==> src/nsp_pkg.sv <==
// shared types and constants for the next-submask-same-popcount block
// no dependencies

package nsp_pkg;

	localparam int DATA_W = 64;

	typedef logic [DATA_W-1:0] word_t;

endpackage

==> src/nsp_if.sv <==
// valid/ready channel interfaces for subset input and successor output
// depends on nsp_pkg

interface nsp_in_if;
	logic               valid;
	logic               ready;
	nsp_pkg::word_t     current_subset;

	modport source (output valid, output current_subset, input ready);
	modport sink (input valid, input current_subset, output ready);
endinterface

interface nsp_out_if;
	logic               valid;
	logic               ready;
	nsp_pkg::word_t     next_subset;
	logic               is_last;

	modport source (output valid, output next_subset, output is_last, input ready);
	modport sink (input valid, input next_subset, input is_last, output ready);
endinterface

==> src/next_submask_same_popcount_core.sv <==
// top level: successor of a subset within a configured universe, same member count
// depends on nsp_pkg and the channel interfaces in nsp_if

// Takes subset transactions and returns the successor of each, one result
// per transaction; the sustained rate is one transaction per clock, and the
// whole pipeline holds while a finished result waits at the output. The six
// register stages are: input masking, the free-position candidate mask, the
// lowest candidate bit with keep and low-part masks, member popcount and
// per-byte universe ranks, the rank offsets across bytes, and the low-end
// refill into the output register. The universe register is to be written
// through cfg_we/cfg_wdata only while no transaction is in flight, which the block
// does not enforce. It resets to all ones; only its low SET_WIDTH bits take part.
module next_submask_same_popcount_core #(
	parameter int SET_WIDTH = 64
) (
	input  logic               clk,
	input  logic               arst_n,
	input  logic               cfg_we,
	input  nsp_pkg::word_t     cfg_wdata,
	nsp_in_if.sink             in_ch,
	nsp_out_if.source          out_ch
);
	import nsp_pkg::*;

	localparam int W  = SET_WIDTH;
	localparam int CW = $clog2(W + 1);
	localparam int NG = (W + 7) / 8;
	localparam int UP = NG * 8;

	logic [W-1:0]  universe_q;
	logic [W-1:0]  u;
	logic [UP-1:0] u_pad;
	logic          adv;

	logic          v_s1, v_s2, v_s3, v_s4, v_s5, v_s6;
	logic [W-1:0]  s_s1;
	logic [W-1:0]  s_s2, cand_s2;
	logic [W-1:0]  hit_s3, m_s3;
	logic          last_s3;
	logic [W-1:0]  hit_s4;
	logic [CW-1:0] k_s4;
	logic [3:0]    lrank_s4 [UP];
	logic [3:0]    gtot_s4 [NG];
	logic          last_s4;
	logic [W-1:0]  hit_s5;
	logic [CW-1:0] k_s5;
	logic [CW-1:0] rank_s5 [W];
	logic          last_s5;
	logic [W-1:0]  res_s6;
	logic          last_s6;

	logic [W-1:0]  low_c, upto_c, cand_c, p_c, keep_c;
	logic [CW-1:0] a_c, k_c;
	logic [3:0]    lrank_c [UP];
	logic [3:0]    gtot_c [NG];
	logic [CW-1:0] rank_c [W];
	logic [CW-1:0] base_c;
	logic [7:0]    grp_c;
	logic [W-1:0]  fill_c;

	assign u     = universe_q;
	assign u_pad = UP'(u);
	assign adv   = !v_s6 || out_ch.ready;

	assign in_ch.ready        = adv;
	assign out_ch.valid       = v_s6;
	assign out_ch.next_subset = DATA_W'(res_s6);
	assign out_ch.is_last     = last_s6;

	always_ff @(posedge clk or negedge arst_n) begin
		if (!arst_n) begin
			universe_q <= '1;
		end else if (cfg_we) begin
			universe_q <= cfg_wdata[W-1:0];
		end
	end

	always_ff @(posedge clk or negedge arst_n) begin
		if (!arst_n) begin
			v_s1 <= 1'b0;
			v_s2 <= 1'b0;
			v_s3 <= 1'b0;
			v_s4 <= 1'b0;
			v_s5 <= 1'b0;
			v_s6 <= 1'b0;
		end else if (adv) begin
			v_s1 <= in_ch.valid;
			v_s2 <= v_s1;
			v_s3 <= v_s2;
			v_s4 <= v_s3;
			v_s5 <= v_s4;
			v_s6 <= v_s5;
		end
	end

	// stage 2: positions above the lowest member that are free
	always_comb begin
		low_c  = s_s1 & (~s_s1 + W'(1));
		upto_c = (s_s1 != '0) ? (low_c | (low_c - W'(1))) : '0;
		cand_c = u & ~s_s1 & ~upto_c;
	end

	// stage 3: lowest candidate bit, kept members and the low part
	always_comb begin
		p_c    = cand_s2 & (~cand_s2 + W'(1));
		keep_c = s_s2 & ~(p_c | (p_c - W'(1)));
	end

	// stage 4: member count and per-byte universe ranks
	always_comb begin
		a_c = CW'($countones(m_s3));
		k_c = (!last_s3 && a_c != '0) ? (a_c - CW'(1)) : '0;
		for (int g = 0; g < NG; g++) begin
			grp_c     = u_pad[g*8 +: 8];
			gtot_c[g] = 4'($countones(grp_c));
			for (int j = 0; j < 8; j++) begin
				lrank_c[g*8+j] = 4'($countones(grp_c & 8'((1 << j) - 1)));
			end
		end
	end

	// stage 5: absolute rank of each universe position
	always_comb begin
		base_c = '0;
		for (int g = 0; g < NG; g++) begin
			for (int j = 0; j < 8; j++) begin
				if (g*8 + j < W) begin
					rank_c[g*8+j] = base_c + CW'(lrank_s4[g*8+j]);
				end
			end
			base_c = base_c + CW'(gtot_s4[g]);
		end
	end

	// stage 6: refill with the lowest universe bits
	always_comb begin
		for (int i = 0; i < W; i++) begin
			fill_c[i] = u[i] && (rank_s5[i] < k_s5);
		end
	end

	always_ff @(posedge clk) begin
		if (adv) begin
			s_s1    <= in_ch.current_subset[W-1:0] & u;
			s_s2    <= s_s1;
			cand_s2 <= cand_c;
			last_s3 <= (cand_s2 == '0);
			hit_s3  <= (cand_s2 == '0) ? s_s2 : (keep_c | p_c);
			m_s3    <= s_s2 & (p_c - W'(1));
			hit_s4  <= hit_s3;
			k_s4    <= k_c;
			last_s4 <= last_s3;
			lrank_s4 <= lrank_c;
			gtot_s4  <= gtot_c;
			hit_s5  <= hit_s4;
			k_s5    <= k_s4;
			last_s5 <= last_s4;
			rank_s5 <= rank_c;
			res_s6  <= hit_s5 | fill_c;
			last_s6 <= last_s5;
		end
	end

`ifndef SYNTH
	a_hold_when_stalled: assert property (@(posedge clk) disable iff (!arst_n)
		!adv |=> $stable({v_s1, v_s2, v_s3, v_s4, v_s5, v_s6}))
		else $error("pipeline valid bits moved during a stall");

	a_successor_nonempty: assert property (@(posedge clk) disable iff (!arst_n)
		v_s3 && !last_s3 |-> hit_s3 != '0)
		else $error("successor lost its carry bit");

	a_no_bits_above_width: assert property (@(posedge clk) disable iff (!arst_n)
		out_ch.valid |-> (out_ch.next_subset >> W) == '0)
		else $error("result holds bits above the set width");
`endif

endmodule

==> src/flat_wrapper.sv <==
// flat-port wrapper written by rule: the top's interface ports become plain ports
module next_submask_same_popcount_core_flat import nsp_pkg::*;
#(
	parameter int SET_WIDTH = 64
)
  (clk, arst_n, cfg_we, cfg_wdata, in_ch_valid, in_ch_current_subset, in_ch_ready, out_ch_valid, out_ch_next_subset, out_ch_is_last, out_ch_ready);
  nsp_in_if in_ch_i ();
  nsp_out_if out_ch_i ();
  input  logic clk;
  input  logic arst_n;
  input  logic cfg_we;
  input  nsp_pkg::word_t cfg_wdata;
  input wire logic [$bits(in_ch_i.valid)-1:0] in_ch_valid;
  input wire logic [$bits(in_ch_i.current_subset)-1:0] in_ch_current_subset;
  output wire logic [$bits(in_ch_i.ready)-1:0] in_ch_ready;
  output wire logic [$bits(out_ch_i.valid)-1:0] out_ch_valid;
  output wire logic [$bits(out_ch_i.next_subset)-1:0] out_ch_next_subset;
  output wire logic [$bits(out_ch_i.is_last)-1:0] out_ch_is_last;
  input wire logic [$bits(out_ch_i.ready)-1:0] out_ch_ready;
  assign in_ch_i.valid = in_ch_valid;
  assign in_ch_i.current_subset = in_ch_current_subset;
  assign in_ch_ready = in_ch_i.ready;
  assign out_ch_valid = out_ch_i.valid;
  assign out_ch_next_subset = out_ch_i.next_subset;
  assign out_ch_is_last = out_ch_i.is_last;
  assign out_ch_i.ready = out_ch_ready;
  next_submask_same_popcount_core #(.SET_WIDTH(SET_WIDTH)) u_core (.clk(clk), .arst_n(arst_n), .cfg_we(cfg_we), .cfg_wdata(cfg_wdata), .in_ch(in_ch_i), .out_ch(out_ch_i));
endmodule
==> config.mk <==
export PLATFORM = sky130hd
export DESIGN_NAME = next_submask_same_popcount_core_flat
export DESIGN_NICKNAME = d
export VERILOG_FILES = /design/src/nsp_pkg.sv /design/src/nsp_if.sv /design/src/next_submask_same_popcount_core.sv /design/src/flat_wrapper.sv
export SDC_FILE = /design/constraint.sdc
export NUM_CORES = 2
export LEC_CHECK = 0
export BUFFER_PORTS_ARGS = -buffer_cell sky130_fd_sc_hd__buf_2
export CAP_MARGIN = 0
export CORE_UTILIZATION = 50
export CTS_CLUSTER_DIAMETER = 50
export DETAILED_ROUTE_END_ITERATION = 8
export PLACE_DENSITY_LB_ADDON = 0.05
export SLEW_MARGIN = 25
export SYNTH_ARGS = -nofsm -noshare
export SYNTH_HDL_FRONTEND = slang
export SYNTH_SLANG_ARGS = --single-unit
export TNS_END_PERCENT = 30
==> constraint.sdc <==
create_clock -name clk -period 44.3 [get_ports clk]
set_input_delay 4.43 -clock clk [delete_from_list [all_inputs] [get_ports clk]]
set_output_delay 4.43 -clock clk [all_outputs]
set_load 0.01 [all_outputs]
== Word-level counts from Yosys, hierarchy flattened ==
Cells that the tools add are included.

* Register bits: 1,242
* Input bits: 133
* Output and inout port bits: 67
* Logic and storage cells: 515

* Add/sub/neg operators: 216
* Order comparisons: 64
* Mux-type cells: 2
* Bitwise logic cells: 15
* Reductions and logical operators: 71

{| class="wikitable"
|+ Operators with widths
! cell !! count
|-
| $and A64 B64 Y64 || 7
|-
| $lt A7 B7 Y1 || 55
|-
| $add A7 B4 Y7 || 41
|-
| $not A64 Y64 || 4
|-
| $or A64 B64 Y64 || 4
|-
| $add A7 B7 Y7 || 31
|-
| $add A4 B4 Y4 || 38
|-
| $add A64 B1 Y64 const B || 2
|-
| $mux W64 || 2
|-
| $sub A64 B1 Y64 const B || 2
|-
| $add A1 B1 Y2 || 63
|-
| $add A4 B1 Y4 || 24
|-
| $logic_and A1 B1 Y1 || 65
|-
| $logic_not A64 Y1 || 1
|-
| $reduce_bool A64 Y1 || 1
|-
| $lt A4 B7 Y1 || 7
|-
| $add A7 B1 Y7 || 6
|-
| $add A4 B4 Y5 || 7
|-
| $lt A1 B7 Y1 || 1
|-
| $lt A1 B7 Y1 const A || 1
|-
| $reduce_bool A7 Y1 || 1
|-
| $sub A7 B1 Y7 const B || 1
|-
| $add A4 B1 Y5 || 1
|-
| $logic_not A1 Y1 || 2
|-
| $logic_or A1 B1 Y1 || 1
|}

== Longest topological paths before layout ==
* Depth after elaboration: 9
* Mapped depth: 26
* Mapped depth without buffers: 26

== Worst setup path before layout ==
No wires, ideal clock.

* Kind: input -> output
* Start: input port out_ch_ready
* End: output port in_ch_ready
* Arrival: 34.768 ns
* Required time: 39.870 ns
* Slack: 5.102 ns
* Cell stages on the path: 2
* Path buffers: 1
* Cell sequence: nand2b_1 clkbuf_1

* Longest elaborated chain between the ends: 1

{| class="wikitable"
|+ RTL lines
! what !! RTL line !! text
|-
| start: declaration || flat_wrapper.sv:19 || <nowiki>input wire logic [$bits(out_ch_i.ready)-1:0] out_ch_ready;</nowiki>
|-
| $logic_or A1 B1 Y1 || next_submask_same_popcount_core.sv:63 || <nowiki>assign adv = !v_s6 || out_ch.ready;</nowiki>
|-
| end: declaration || flat_wrapper.sv:15 || <nowiki>output wire logic [$bits(in_ch_i.ready)-1:0] in_ch_ready;</nowiki>
|}

No other way between the ends.

==> impl_metrics.toml <==
[synth]
seq_area_frac_synth_pct = 57.8
yosys.cell_types.count = 74
synthesis.instances = 4325
syn_area_per_cell_sq_um = 14.1
async_flop_share_pct = 5.92
synth_top_area_share_pct = 54.8
synth_seq_cells = 1182
ys.flop_type = "edfxtp_1"
synth_enable_flop_cells = 1112
syn_area_sq_um = 60900
synth_top_area_cell = "edfxtp_1"
synthTopCellsByArea = "edfxtp_1 (55%), ha_1 (14%), fa_1 (5.6%)"
yosysWarnings = 0

[critical_path]
critPathLaunchType = "register"
cp.required_ps = 44780
path_max_fanout = 13
crit_buf_inv = 5
endpoint_kind = "register"
critical-path-max-stage-delay_ps = 800
critPathSlowestCell = "clkinv_1"
cpLargestDelayFamily = "adder cells"
cp_data_arrival_time_ps = 12050
path_common_cell = "ha_1"
critPathKind = "register to register"

[final_layout]
layout.nets = 5679
layout_common_cells = "edfxtp_1 (1112), ha_1 (698), inv_1 (336), a21o_1 (242), o21ai_0 (201)"
fill_cells = 9838
final_common_cell = "edfxtp_1"
syn_to_final_growth_pct = 13.5
drive_gt1_share_pct = 14.0

[sta]
fin_crit_sh_pct = 26.1
rsz0062_at_grt = "false"
tightest_slew_ps = 1080
min_period_ps = 11580
setup_viol = 0
drv_slew = 0
fin_worst_skew_ps = 24.2
tns_ps = 0
max_slew_margin_pct = 28.1
final-hold-violation-count = 0
max_freq_mhz = 86.4

[grt]
grt_pass1_wl_mm = 224
overflow = 0
track_usage_pct = 25.0
grt_max_degree = 181
antenna_found_initial = 9
first_global_vias = 35200

[cts]
clk_latency_ps = 760
cts_setup_buffers = 0
cts_made_buffers = 147
path_clk_slew_ps = 60
root_buffer = "clkbuf_16"
cts.hold.buffers_added = 0
clock_path_buffers = 3
cts_tree = "built"
cts_max_level = 4
cts.sinks = 1182
ctsResizeCount = 0

[floorplan]
core_sq_um = 120000
die_area_sq_um = 123000
dieHeight_um = 351
ios = 200
initial_utilization_pct = 50.6
rows = 127
die_x_um = 351

[drt]
wl_mm = 151
vias = 35000
first_iter_violations = 2511
drt-pass1-iter-count = 7
drtAntennaViolNets = 0
via_per_inst = 5.45
drcViolationCount = 0
detail_route.wl_per_cell_um = 23.5

[place]
port_buffers = 199
hpwl_mm = 105
gp_congestion = 0.885

[worst_hold_path]
hold_path_class = "register to register"

[flow_run]
timing.max_cap.violations = 0

[status]
status = "finished clean"
worst register-to-register path, stage by stage (launching register included):
cell and delay, ps:
edfxtp_1 700, ha_1 380, a21oi_1 190, xor2_1 410, clkinv_1 510, ha_1 480, a211oi_1 790, nor2_1 90
buf_4 240, ha_1 340, xor2_1 520, inv_2 290, ha_1 410, xor2_1 560, clkinv_1 650, ha_1 530
xor2_1 780, clkinv_1 800, ha_1 580, xnor2_2 710, ha_1 410, a21oi_1 360, a21oi_1 120, o21bai_1 190
mux2i_1 180, xor2_1 80
path summary, 6_finish.rpt:
check / cells past startpoint / from / endpoint / slack, ps
setup / recovery: 25 / u_core.gtot_s4[30] / u_core.rank_s5[6] / 32720
hold / removal: 0 / u_core.hit_s3[42] / u_core.hit_s4[42] / 420
setup reg to reg: 25 / u_core.gtot_s4[30] / u_core.rank_s5[6] / 32720
hold reg to reg: 0 / u_core.hit_s3[42] / u_core.hit_s4[42] / 420
max in group asynchronous: 2 / arst_n / u_core.v_s5 / 39490
min in group asynchronous: 1 / arst_n / u_core.u[11] / 3910
cells by family (layout without fill, tap and decap cells):
kind of cell,count (synthesis),in the layout,share of synthesized area [%]
flops,1182,1182,57.8
fa+ha+maj,869,869,19.9
simple gates,861,861,7.66
compound gates,714,714,7.36
buf+inv,400,873,2.56
xor+xnor,245,245,3.70
mux,53,53,0.971
other cells,1,7,0.00615
cell type report:
type,count,area [sq um],share of cell area (%)
tap,1612,2020,2.92
antenna,3,7.51,0.0109
multi-input combinational,2746,24200,35.0
timing repair buffer,253,1450,2.09
clock inverter,78,877,1.27
clock buffer,195,4080,5.90
sequential,1182,35200,50.9
inverter,347,1300,1.88
metrics by stage:
stage               std cells  hold WS, ps  utilization, %  worst slack, ps  instance area (sq um)
global route             6413          418            57.4            32090                  69200
global placement         6140          401            53.3            33170                  64200
floorplan                4328          400               -             5100                  61000
finish                   6416          415            57.4            32720                  69200
detailed placement       6140          405            53.3            32830                  64200
CTS                      6413          416            57.4            32760                  69200
synth_stat cells, drive strengths merged (12+ instances only):
cell type	instances
a21o	242
a21oi	175
a31o	41
and2	133
and3	17
buf	21
clkbuf	32
dfstp	64
edfxtp	1112
fa	171
ha	698
inv	344
mux2	49
nand2	166
nand2b	97
nand3	54
nor2	120
nor2b	93
nor3	57
nor3b	30
nor4	30
o21a	12
o21ai	203
or3	13
or4	12
xnor2	142
xor2	101
sequential cells by signal (all words and copies together) (netlist names), 7 cells and up:
signal                     flops
u_core.hit_s5                 64
u_core.s_s2                   64
u_core.k_s4                    7
u_core.s_s1                   64
u_core.hit_s4                 64
u_core.hit_s3                 64
u_core.m_s3                   64
u_core.out_ch.next_subset     64
u_core.gtot_s4                28
u_core.k_s5                    7
u_core.lrank_s4              168
u_core.rank_s5               386
u_core.cand_s2                64
u_core.u                      64
metal layers:
layer | up-vias | track usage, % | wire [um]
met1 | 17400 | 35.8 | 70100
met4 | 0 | 6.87 | 3420
met2 | 821 | 39.9 | 70300
met3 | 201 | 3.28 | 6930
met5 | - | 0 | 0
li1 | 16500 | - | -
Power is left out: the tool's default activity adds up to more than one toggle a clock period on the data nets, which glitch-free logic cannot reach.
